## src/sv/cst_pkg.sv

```systemverilog
// Package with the constants, codes and slot record of the counted slot table.
`default_nettype none
package cst_pkg;

  // Default table depth and the reset value of the capacity register.
  localparam int SLOT_COUNT_DEF = 32;
  localparam logic [3:0] CAP_RESET = 4'd5;

  localparam int ID_W    = 16;
  localparam int PRICE_W = 16;
  localparam int COUNT_W = 4;
  localparam int IN_TDATA_W  = 40;
  localparam int OUT_TDATA_W = 40;

  typedef enum logic [2:0] {
    ST_MERGED   = 3'd0,
    ST_NEW_SLOT = 3'd1,
    ST_FULL     = 3'd2,
    ST_INVALID  = 3'd3,
    ST_SORTED   = 3'd4,
    ST_EMPTY    = 3'd5
  } status_t;

  typedef enum logic {
    CMD_INSERT = 1'b0,
    CMD_SORT   = 1'b1
  } cmd_t;

  typedef struct packed {
    logic [COUNT_W-1:0] count;
    logic [PRICE_W-1:0] price;
    logic [ID_W-1:0]    id;
  } slot_t;

endpackage
`default_nettype wire

```

## src/sv/counted_slot_table_with_price_sort.sv

```systemverilog
// Top level of the counted slot table with its stable price sort.
`default_nettype none
// The table holds up to SLOT_COUNT slots (id, price, count) in one memory with a
// registered read, walked by a small sequencer around one shared compare unit. An insert reads
// the filled slots one by one, each through S_ILOOK and S_ICHECK, before its one result is
// offered. A sort selects the entries in output order: each result costs one full pass over
// the filled slots (S_SLOOK, S_SCHECK per slot), and then S_PUT hands it to the output
// register once that is free, so a sort also waits on out_tready. The block takes a new input
// transfer only when the previous item is finished; configuration writes are always taken.
module counted_slot_table_with_price_sort #(
  parameter int SLOT_COUNT = cst_pkg::SLOT_COUNT_DEF
) (
  input  wire logic                             clk,
  input  wire logic                             rst_n,
  // in_tdata from bit 0: item_valid, item_id[15:0], item_price[15:0], sort_ascending, zeros
  input  wire logic [cst_pkg::IN_TDATA_W-1:0]  in_tdata,
  // in_tuser: command
  input  wire logic                             in_tuser,
  input  wire logic                             in_tvalid,
  output logic                                  in_tready,
  // out_tdata from bit 0: slot_item[15:0], slot_price[15:0], slot_count[3:0], zeros
  output logic [cst_pkg::OUT_TDATA_W-1:0]       out_tdata,
  // out_tuser: status[2:0]
  output logic [2:0]                            out_tuser,
  output logic                                  out_tlast,
  output logic                                  out_tvalid,
  input  wire logic                             out_tready,
  input  wire logic [3:0]                       cfg_data,
  input  wire logic                             cfg_valid,
  output logic                                  cfg_ready
);

  localparam int AW = (SLOT_COUNT > 1) ? $clog2(SLOT_COUNT) : 1;
  localparam int CW = $clog2(SLOT_COUNT + 1);

  typedef enum logic [5:0] {
    S_IDLE   = 6'b000001,
    S_ILOOK  = 6'b000010,
    S_ICHECK = 6'b000100,
    S_SLOOK  = 6'b001000,
    S_SCHECK = 6'b010000,
    S_PUT    = 6'b100000
  } state_t;

  state_t state_r, state_nxt;

  logic [3:0]    cap_r;
  logic [CW-1:0] filled_r, filled_nxt;
  logic [CW-1:0] idx_r, idx_nxt;
  logic [CW-1:0] emit_cnt_r, emit_cnt_nxt;
  logic [SLOT_COUNT-1:0] done_r, done_nxt;

  logic [cst_pkg::ID_W-1:0]    id_r, id_nxt;
  logic [cst_pkg::PRICE_W-1:0] price_r, price_nxt;
  logic                        asc_r, asc_nxt;

  cst_pkg::slot_t best_r, best_nxt;
  logic [AW-1:0]  best_idx_r, best_idx_nxt;
  logic           best_valid_r, best_valid_nxt;

  cst_pkg::status_t res_status_r, res_status_nxt;
  cst_pkg::slot_t   res_slot_r, res_slot_nxt;
  logic             res_last_r, res_last_nxt;
  logic             cont_r, cont_nxt;

  logic                           out_valid_r;
  logic [cst_pkg::OUT_TDATA_W-1:0] out_tdata_r;
  logic [2:0]                     out_tuser_r;
  logic                           out_tlast_r;
  logic                           out_load;

  cst_pkg::slot_t mem [SLOT_COUNT];
  cst_pkg::slot_t rd_q;
  logic [AW-1:0]  rd_addr;
  logic           mem_we;
  logic [AW-1:0]  mem_wa;
  cst_pkg::slot_t mem_wd;

  logic          in_xfer;
  logic          in_item_valid;
  logic          in_cmd_sort;
  logic [CW-1:0] idx_inc;
  logic          scan_end;
  logic          id_match;
  logic          below_cap;
  logic          price_better;
  logic          cand_take;
  logic          table_has_room;

  assign in_tready  = (state_r == S_IDLE);
  assign cfg_ready  = 1'b1;
  assign out_tvalid = out_valid_r;
  assign out_tdata  = out_tdata_r;
  assign out_tuser  = out_tuser_r;
  assign out_tlast  = out_tlast_r;

  assign in_xfer       = in_tvalid && in_tready;
  assign in_item_valid = in_tdata[0];
  assign in_cmd_sort   = (cst_pkg::cmd_t'(in_tuser) == cst_pkg::CMD_SORT);

  assign rd_addr        = idx_r[AW-1:0];
  assign idx_inc        = idx_r + CW'(1);
  assign scan_end       = (idx_inc == filled_r);
  assign table_has_room = (filled_r < CW'(SLOT_COUNT));

  // Shared compare unit: id equality and capacity for inserts, price order for sorts.
  assign id_match     = (rd_q.id == id_r);
  assign below_cap    = (rd_q.count < cap_r);
  assign price_better = asc_r ? (rd_q.price < best_r.price) : (rd_q.price > best_r.price);
  // Strict compare keeps the earliest slot among equal prices, which makes the order stable.
  assign cand_take    = !done_r[rd_addr] && (!best_valid_r || price_better);

  assign out_load = (state_r == S_PUT) && (!out_valid_r || out_tready);

  always_ff @(posedge clk) begin
    if (mem_we) begin
      mem[mem_wa] <= mem_wd;
    end
    rd_q <= mem[rd_addr];
  end

  always_comb begin
    state_nxt      = state_r;
    filled_nxt     = filled_r;
    idx_nxt        = idx_r;
    emit_cnt_nxt   = emit_cnt_r;
    done_nxt       = done_r;
    id_nxt         = id_r;
    price_nxt      = price_r;
    asc_nxt        = asc_r;
    best_nxt       = best_r;
    best_idx_nxt   = best_idx_r;
    best_valid_nxt = best_valid_r;
    res_status_nxt = res_status_r;
    res_slot_nxt   = res_slot_r;
    res_last_nxt   = res_last_r;
    cont_nxt       = cont_r;
    mem_we         = 1'b0;
    mem_wa         = filled_r[AW-1:0];
    mem_wd         = '0;

    unique case (state_r)
      S_IDLE: begin
        if (in_xfer) begin
          id_nxt       = in_tdata[16:1];
          price_nxt    = in_tdata[32:17];
          asc_nxt      = in_tdata[33];
          idx_nxt      = '0;
          cont_nxt     = 1'b0;
          res_last_nxt = 1'b1;
          res_slot_nxt = '0;
          if (in_cmd_sort) begin
            if (filled_r == '0) begin
              res_status_nxt = cst_pkg::ST_EMPTY;
              state_nxt      = S_PUT;
            end else begin
              done_nxt       = '0;
              emit_cnt_nxt   = '0;
              best_valid_nxt = 1'b0;
              state_nxt      = S_SLOOK;
            end
          end else if (!in_item_valid) begin
            res_status_nxt = cst_pkg::ST_INVALID;
            state_nxt      = S_PUT;
          end else if (filled_r == '0) begin
            // Empty table: the first slot is opened without a scan.
            mem_we         = 1'b1;
            mem_wd.id      = in_tdata[16:1];
            mem_wd.price   = in_tdata[32:17];
            mem_wd.count   = 4'd1;
            filled_nxt     = filled_r + CW'(1);
            res_status_nxt = cst_pkg::ST_NEW_SLOT;
            res_slot_nxt   = mem_wd;
            state_nxt      = S_PUT;
          end else begin
            state_nxt = S_ILOOK;
          end
        end
      end

      S_ILOOK: begin
        state_nxt = S_ICHECK;
      end

      S_ICHECK: begin
        if (id_match && below_cap) begin
          mem_we         = 1'b1;
          mem_wa         = rd_addr;
          mem_wd         = rd_q;
          mem_wd.count   = rd_q.count + 4'd1;
          res_status_nxt = cst_pkg::ST_MERGED;
          res_slot_nxt   = mem_wd;
          state_nxt      = S_PUT;
        end else if (scan_end) begin
          if (table_has_room) begin
            mem_we         = 1'b1;
            mem_wd.id      = id_r;
            mem_wd.price   = price_r;
            mem_wd.count   = 4'd1;
            filled_nxt     = filled_r + CW'(1);
            res_status_nxt = cst_pkg::ST_NEW_SLOT;
            res_slot_nxt   = mem_wd;
          end else begin
            res_status_nxt = cst_pkg::ST_FULL;
          end
          state_nxt = S_PUT;
        end else begin
          idx_nxt   = idx_inc;
          state_nxt = S_ILOOK;
        end
      end

      S_SLOOK: begin
        state_nxt = S_SCHECK;
      end

      S_SCHECK: begin
        if (cand_take) begin
          best_nxt       = rd_q;
          best_idx_nxt   = rd_addr;
          best_valid_nxt = 1'b1;
        end
        if (scan_end) begin
          // The pass is over: the best unsent slot is the next result.
          done_nxt[best_idx_nxt] = 1'b1;
          emit_cnt_nxt   = emit_cnt_r + CW'(1);
          res_status_nxt = cst_pkg::ST_SORTED;
          res_slot_nxt   = best_nxt;
          res_last_nxt   = (emit_cnt_nxt == filled_r);
          cont_nxt       = (emit_cnt_nxt != filled_r);
          idx_nxt        = '0;
          best_valid_nxt = 1'b0;
          state_nxt      = S_PUT;
        end else begin
          idx_nxt   = idx_inc;
          state_nxt = S_SLOOK;
        end
      end

      S_PUT: begin
        if (out_load) begin
          state_nxt = cont_r ? S_SLOOK : S_IDLE;
        end
      end

      default: begin
        state_nxt = S_IDLE;
      end
    endcase
  end

  always_ff @(posedge clk) begin
    if (!rst_n) begin
      state_r     <= S_IDLE;
      cap_r       <= cst_pkg::CAP_RESET;
      filled_r    <= '0;
      out_valid_r <= 1'b0;
    end else begin
      state_r  <= state_nxt;
      filled_r <= filled_nxt;
      if (cfg_valid && cfg_ready) begin
        cap_r <= cfg_data;
      end
      if (out_load) begin
        out_valid_r <= 1'b1;
      end else if (out_tready) begin
        out_valid_r <= 1'b0;
      end
    end
  end

  always_ff @(posedge clk) begin
    idx_r        <= idx_nxt;
    emit_cnt_r   <= emit_cnt_nxt;
    done_r       <= done_nxt;
    id_r         <= id_nxt;
    price_r      <= price_nxt;
    asc_r        <= asc_nxt;
    best_r       <= best_nxt;
    best_idx_r   <= best_idx_nxt;
    best_valid_r <= best_valid_nxt;
    res_status_r <= res_status_nxt;
    res_slot_r   <= res_slot_nxt;
    res_last_r   <= res_last_nxt;
    cont_r       <= cont_nxt;
    if (out_load) begin
      out_tdata_r <= {4'd0, res_slot_r.count, res_slot_r.price, res_slot_r.id};
      out_tuser_r <= res_status_r;
      out_tlast_r <= res_last_r;
    end
  end

`ifndef SYNTH
  a_filled_bound: assert property (@(posedge clk) disable iff (!rst_n)
    filled_r <= CW'(SLOT_COUNT))
    else $error("filled slot count exceeds the table depth");

  a_filled_step: assert property (@(posedge clk) disable iff (!rst_n)
    (filled_r != $past(filled_r)) |->
      (filled_r == $past(filled_r) + CW'(1)) &&
      ($past(state_r) == S_ICHECK || $past(state_r) == S_IDLE))
    else $error("filled slot count moved outside an insert");

  a_sort_pick: assert property (@(posedge clk) disable iff (!rst_n)
    (state_r == S_SCHECK && scan_end) |-> (best_valid_r || cand_take))
    else $error("sort pass ended without an unsent slot");

  a_sort_last: assert property (@(posedge clk) disable iff (!rst_n)
    (out_load && res_status_r == cst_pkg::ST_SORTED && res_last_r) |->
      (emit_cnt_r == filled_r))
    else $error("last sorted result before every slot was sent");
`endif

endmodule
`default_nettype wire
```

## config.mk

```make
export PLATFORM = sky130hd
export DESIGN_NAME = counted_slot_table_with_price_sort
export DESIGN_NICKNAME = d
export VERILOG_FILES = /design/src/sv/cst_pkg.sv /design/src/sv/counted_slot_table_with_price_sort.sv
export SDC_FILE = /design/constraint.sdc
export NUM_CORES = 1
export LEC_CHECK = 0
export ABC_AREA = 1
export BUFFER_PORTS_ARGS = -buffer_cell sky130_fd_sc_hd__buf_4
export CAP_MARGIN = 10
export CORE_MARGIN = 2
export CORE_UTILIZATION = 55
export DETAILED_ROUTE_END_ITERATION = 10
export GPL_ROUTABILITY_DRIVEN = 1
export PLACE_DENSITY = 0.75
export SLEW_MARGIN = 15
export SYNTH_ARGS = -nofsm -noshare
export SYNTH_HDL_FRONTEND = slang
export SYNTH_SLANG_ARGS = --single-unit
```

## constraint.sdc

```tcl
create_clock -name clk -period 7.4 [get_ports clk]
set_input_delay 0 -clock clk [delete_from_list [all_inputs] [get_ports clk]]
set_output_delay 0 -clock clk [all_outputs]
set_load 0.02 [all_outputs]
```

==> flow_metrics.py, run 1 <==
metrics = {
    "run_status": {
        "outcome": "complete, no violations",
    },
    "place": {
        "pre_cts_ws_ns": 2.18,
        "io_buffers": 85,
        "dpl.hpwl_um": 78900,
        "place_congestion": 0.914,
    },
    "global_routing": {
        "grt_pass1_vias": 36200,
        "met3_usage": 0.0510,
        "grt_max_degree": 211,
        "grt_use_met2": 0.431,
        "grt-ovfl-total": 0,
        "grt_util_met1": 0.386,
        "grt_pass1_wl_um": 217000,
        "grt_usage": 0.276,
        "grt_busiest_layer": "met2",
        "grt_antenna_before_repair": 3,
    },
    "setup_path": {
        "cp_max_fo": 41,
        "critPathLaunchType": "register",
        "worstReg2RegEnd": "mem[0][29]",
        "end_kind": "register",
        "cp.arrival_ns": 5.75,
        "endpoint": "mem[0][29]",
        "setup.worst_path.class": "reg2reg",
        "r2r-start": "state_r[5]",
        "ff2ff_setup_slack_ns": 2.08,
        "startpoint": "state_r[5]",
        "required_ns": 7.83,
        "cp_slowest_cell": "nor2_4",
        "reg2reg_depth": 9,
        "path_cells": "nor2_1 > nand4_1 > buf_4 > inv_2 > nand3_1 > o21ai_0 > nand3_1 > nor2_4 > buf_4",
        "cp_slowest_stage_delay_ns": 0.98,
    },
    "synth": {
        "synth_most_common_cell": "edfxtp_1",
        "synth_area_per_cell_um2": 12.4,
        "syn_area_mm2": 0.0564,
        "synth_top_cell_by_area": "edfxtp_1",
        "ys_warn_count": 0,
        "synthFlopType": "edfxtp_1",
        "yosys-top-cells-area": "edfxtp_1 (72%), o21ai_0 (6.7%), nor2_1 (5.9%)",
        "yosys_register_bits": 1405,
        "async_flop_share": 0,
        "synth-seq-area-share": 0.739,
        "synth_cells": 4554,
        "synth_common_cells": "edfxtp_1 (1352), nor2_1 (890), o21ai_0 (756)",
        "synth_top_area_frac": 0.720,
        "synthDistinctLibCells": 46,
        "synth_edf_count": 1352,
    },
    "clock_network": {
        "clkLatencyLatePin_ns": 0.76,
        "cts_sinks": 1405,
        "cts_root_buf": "clkbuf_16",
        "tritoncts": "done",
        "cts_made_buffers": 136,
        "cts_max_level": 4,
        "clockBufferDepth": 3,
        "path_clk_slew_ns": 0.07,
    },
    "die": {
        "die_h_um": 324,
        "rows": 117,
        "core_area_mm2": 0.102,
        "dieArea_mm2": 0.105,
        "start_util": 0.554,
        "io_pins": 97,
        "die_w_um": 324,
    },
    "route": {
        "postRouteAntennaNets": 0,
        "vias": 38000,
        "wl_per_cell_um": 23.7,
        "dr.pass1.iters": 6,
        "via_per_inst": 6.21,
        "drtIter0Drc": 5517,
        "postRouteWirelength_um": 145000,
        "drc": 0,
    },
    "timing": {
        "worst_pin_slew_ns": 1.20,
        "max_freq_ghz": 0.188,
        "hold_viol": 0,
        "finalClockSkew_ns": 0.0264,
        "period_share": 0.719,
        "maxSlewViolCount": 0,
        "setup_viol": 0,
        "holdWs_ns": 0.0247,
        "maxSlewHeadroom": 0.196,
        "final.setup.tns_ns": 0,
        "rsz0062_at_grt": "no",
        "fin_ws_ns": 2.08,
        "finalCriticalPeriod_ns": 5.32,
    },
    "finish": {
        "area_growth_pct": 13.1,
        "fillers": 7174,
        "drive_gt1_frac": 0.0953,
        "final_util": 0.627,
        "fin_nets": 4719,
        "diodes": 0,
    },
    "power": {
        "leakagePower_uw": 0.0217,
        "finalPower_uw": 24000,
        "vdd_ir_drop_max_mv": 0.446,
        "powerDensity_mw_per_mm2": 377,
    },
    "min_path": {
        "hp-start": "in_tdata[8]",
        "hp-class": "in2reg",
    },
    "flow_run": {
        "drv_cap": 0,
    },
}
==> cells by family (layout without fill, tap and decap cells) <==
logic type	Yosys count	after routing	synth area share
xor gates and xnor gates	27	27	0.00419
and+or+nand+nor	1413	1413	0.0992
AOI/OAI and AO/OA	1229	1229	0.120
DFF	1405	1405	0.739
buffers and inverters	451	645	0.0315
adders and majority gates	24	24	0.00533
other	2	5	0.000133
muxes	3	3	0.000599
==> worst min-delay path by stage <==
stage | end | slack, ns | cells past startpoint
5_1_grt | id_r[7] | 0.003 | 2
4_1_cts | id_r[7] | 0.0008 | 2
2_1_floorplan | state_r[0] | 0.08 | 1
3_5_place_dp | asc_r | 0.19 | 1
3_3_place_gp | asc_r | 0.18 | 1
6_report | id_r[7] | 0.02 | 2
==> repair_timing <==
item,in CTS,in global routing
buffers inserted,0,0
hold endpoints to repair,552,0
gates resized for setup,0,0
hold buffers,76,0
==> cell type report <==
cell class                      count  area [um2]  area share
Timing Repair Buffer              251        2150      0.0337
Clock buffer                      167        3530      0.0554
Multi-Input combinational cell   2701       13400       0.210
Inverter                          150         584     0.00917
Tap cell                         1368        1710      0.0269
Sequential cell                  1405       41700       0.654
Clock inverter                     77         717      0.0112
==> power by group <==
group | leakage (uW) | total [uW] | switching (uW) | internal, uW
combinational | 0.00663 | 7800 | 5720 | 2090
clock | 0.00207 | 6650 | 2950 | 3710
sequential | 0.0130 | 9570 | 250 | 9320
total | 0.0217 | 24000 | 8910 | 15100
==> critical path, delay by kind of cell (launching register included) <==
family,cells,cell delay [ns]
and+or+nand+nor,5,2.64
buffers and inverters,3,1.31
DFF,1,0.33
AOI/OAI and AO/OA,1,0.70
==> per-stage QoR <==
| step | std cells | area, um2 |
|---|---|---|
| final | 6119 | 63700 |
| after global routing | 6119 | 63700 |
| after CTS | 6119 | 63700 |
| after detailed placement | 5799 | 58700 |
| after global placement | 5799 | 58700 |
| after floorplan | 4557 | 56400 |
==> layer usage <==
metal	wire length [um]	vias up
met5	24	-
met3	16800	366
li1	-	16800
met4	5340	4
met1	55900	18400
met2	67100	2465
==> registers in the layout, summed over array words and instances, names as in the netlist, 3 cells and up <==
signal	flops
best_idx_r	5
best_r	36
cap_r	4
done_r	32
emit_cnt_r	6
filled_r	6
id_r	16
idx_r	6
mem	1152
out_tdata	36
out_tuser	3
price_r	16
rd_q	36
res_slot_r	36
res_status_r	3
state_r	6
==> cells in the final DEF, fill, tap and decap left out, types with 4 or more instances in the layout <==
master         Yosys  routed
a21oi_1           47      47
a22oi_1            5       5
buf_12             0       6
buf_4              8     169
bufinv_16          0       8
clkbuf_1         251      30
clkbuf_16          0     136
clkinv_1           2      29
clkinv_2           1      23
clkinv_8           0      10
conb_1             2       5
dfxtp_1           53      53
dlygate4sd3_1      0      76
edfxtp_1        1352    1352
ha_1              24      24
inv_1            144     141
inv_2              3       4
inv_6              0       5
nand2_1          364     361
nand2_2            7      10
nand3_1          110     110
nand4_1           13      13
nor2_1           890     855
nor2_4             1      36
nor3_1             9       8
nor4_1             4       4
o211ai_1          13      13
o21ai_0          756     752
o21ai_1           18      11
o21ai_2            0       7
o21ai_4            0       4
o221ai_1          11      11
o22ai_1          347     338
o22ai_2            0       8
o32ai_1           22      22
or2_2              5       5
xnor2_1            7       7
xor2_1            20      20
Power figures use the tool's default switching activity.
==> run 2: changes to the inputs <==
==> constraint.sdc (replaced) <==
create_clock -name clk -period 5.2 [get_ports clk]
set_input_delay 0 -clock clk [delete_from_list [all_inputs] [get_ports clk]]
set_output_delay 0 -clock clk [all_outputs]
set_load 0.02 [all_outputs]
==> run 2 against run 1 <==
Compared with the run above:
- maximum frequency up 30%
- setup slack got worse by 0.96 ns
- power is 43% higher
- combinational power rose by 44%
- final cell count up 0.28%
- highest routed layer is now met4
==> flow_metrics.py, run 2 (synthesis gave the netlist of run 1 again) <==
metrics = {
    "die": {
        "core_area_mm2": 0.102,
        "die_w_um": 324,
        "start_util": 0.554,
        "io_pins": 97,
        "rows": 117,
        "die_h_um": 324,
        "dieArea_mm2": 0.105,
    },
    "clock_network": {
        "cts_max_level": 4,
        "tritoncts": "done",
        "cts_root_buf": "clkbuf_16",
        "clkLatencyLatePin_ns": 0.75,
        "cts_sinks": 1405,
        "postCtsSetupRepairBufs": 0,
        "path_clk_slew_ns": 0.06,
        "clockBufferDepth": 3,
        "cts_made_buffers": 137,
    },
    "place": {
        "io_buffers": 85,
        "dp_cells": 5823,
        "place_congestion": 0.872,
        "pre_cts_ws_ns": 1.21,
        "dpl.hpwl_um": 79700,
    },
    "global_routing": {
        "grt_max_degree": 207,
        "grt_antenna_before_repair": 4,
        "grt_busiest_layer": "met2",
        "grt_pass1_wl_um": 218000,
        "grt-ovfl-total": 0,
        "grt_usage": 0.276,
        "grt_util_met1": 0.378,
        "grt_use_met2": 0.436,
        "met3_usage": 0.0554,
        "grt_pass1_vias": 36300,
    },
    "setup_path": {
        "cp_max_fo": 17,
        "reg2reg_depth": 12,
        "end_kind": "register",
        "path_cells": "xnor2_1 > nand3_1 > nor4_1 > and3_1 > nand3_1 > buf_4 > nand2_1 > o21ai_0 > inv_1 > nand3_1 > nor2_4 > buf_4",
        "cp_slowest_cell": "nor2_4",
        "required_ns": 5.65,
        "critPathLaunchType": "register",
        "crit_path_frequent_cell": "nand3_1",
        "cp_num_buf_inv": 3,
        "cp_slowest_stage_delay_ns": 0.77,
        "worstReg2RegEnd": "mem[28][26]",
        "ff2ff_setup_slack_ns": 1.11,
        "r2r-start": "id_r[4]",
        "cp.arrival_ns": 4.54,
        "critPathTopFamily": "simple AND/OR/NAND/NOR gates",
        "setup.worst_path.class": "reg2reg",
    },
    "finish": {
        "instances_no_fill": 6136,
        "area_growth_pct": 13.4,
        "largest_register_ffs": 1152,
        "layout_commonest_cell": "edfxtp_1",
        "final_cell_mix": "edfxtp_1 (1352), nor2_1 (855), o21ai_0 (752), nand2_1 (360), o22ai_1 (338)",
        "multi_input_area_mm2": 0.0134,
        "regMostFlops": "mem",
        "fin_nets": 4727,
        "drive_gt1_frac": 0.100,
        "fillers": 7218,
        "final_util": 0.629,
        "register_area_mm2": 0.0417,
    },
    "timing": {
        "rsz0062_at_grt": "no",
        "maxSlewHeadroom": 0.234,
        "max_freq_ghz": 0.245,
        "fin_ws_ns": 1.11,
        "finalClockSkew_ns": 0.0271,
        "setup_viol": 0,
        "worst_pin_slew_ns": 1.14,
        "finalCriticalPeriod_ns": 4.09,
        "final.setup.tns_ns": 0,
        "period_share": 0.786,
        "maxSlewViolCount": 0,
        "hold_viol": 0,
    },
    "route": {
        "dr.pass1.iters": 6,
        "drc": 0,
        "vias": 38000,
        "drtIter0Drc": 5646,
        "postRouteAntennaNets": 0,
        "postRouteWirelength_um": 146000,
        "via_per_inst": 6.20,
        "wl_per_cell_um": 23.8,
    },
    "power": {
        "power_switching_uw": 12700,
        "leakagePower_uw": 0.0218,
        "comb_power_share": 0.327,
        "powerDensity_mw_per_mm2": 537,
        "finalPower_uw": 34300,
        "p_clk_frac": 0.277,
        "switching_share": 0.371,
        "p_seq_frac": 0.395,
        "vdd_ir_drop_max_mv": 0.434,
        "internal_power_uw": 21600,
    },
    "min_path": {
        "hp-class": "in2reg",
        "hp-start": "in_tdata[27]",
        "whs_path_depth": 2,
        "min_to": "price_r[10]",
    },
    "flow_run": {
        "drv_cap": 0,
    },
    "run_status": {
        "outcome": "complete, no violations",
    },
}
run 2: cell type report:
type,instances,area share
Sequential cell,1405,0.651
Multi-Input combinational cell,2701,0.209
Clock buffer,180,0.0588
Timing Repair Buffer,258,0.0368
Tap cell,1368,0.0268
Inverter,150,0.00914
Clock inverter,71,0.00804
Antenna cell,3,0.000117
run 2: timing repair:
item	in CTS	in global routing
gates resized for setup	0	0
hold endpoints to repair	680	0
hold buffers	58	0
run 2: worst max-delay path by stage:
| stage | startpoint | end | cells after the start |
|---|---|---|---|
| after floorplan | idx_r[0] | mem[11][0] | 15 |
| after global placement | id_r[4] | mem[28][18] | 12 |
| after detailed placement | id_r[4] | mem[0][25] | 9 |
| after CTS | id_r[4] | mem[26][3] | 12 |
| after global routing | id_r[9] | mem[28][9] | 15 |
| final | id_r[4] | mem[28][26] | 12 |
run 2: per-stage QoR:
step           hold WS [ns]  area (um2)
2_1_floorplan        0.0762       56400
3_3_place_gp          0.181       59100
3_5_place_dp          0.181       59100
4_1_cts            0.000437       63900
5_1_grt              0.0162       63900
6_report             0.0154       63900
run 2: worst register-to-register path, cell delays in order (launching register included):
cell and delay, ns:
edfxtp_1 0.44, xnor2_1 0.22, nand3_1 0.13, nor4_1 0.17, and3_1 0.31, nand3_1 0.33
buf_4 0.32, nand2_1 0.10, o21ai_0 0.22, inv_1 0.20, nand3_1 0.33, nor2_4 0.77
buf_4 0.28
run 2: power groups by stage:
| stage | combinational [uW] | sequential [uW] | clock (uW) |
|---|---|---|---|
| 4_1_cts | 11000 | 13600 | 9570 |
| 3_3_place_gp | 10500 | 13800 | 0 |
| 3_5_place_dp | 10800 | 13800 | 0 |
| 2_1_floorplan | 7240 | 13700 | 0 |
| 6_report | 11200 | 13600 | 9530 |
| 5_1_grt | 12100 | 13600 | 10000 |
run 2: routing by layer:
| layer | vias up | wire, um |
|---|---|---|
| li1 | 16800 | - |
| met1 | 18300 | 55200 |
| met2 | 2516 | 67900 |
| met3 | 380 | 17700 |
| met4 | 0 | 5300 |
| met5 | - | 0 |
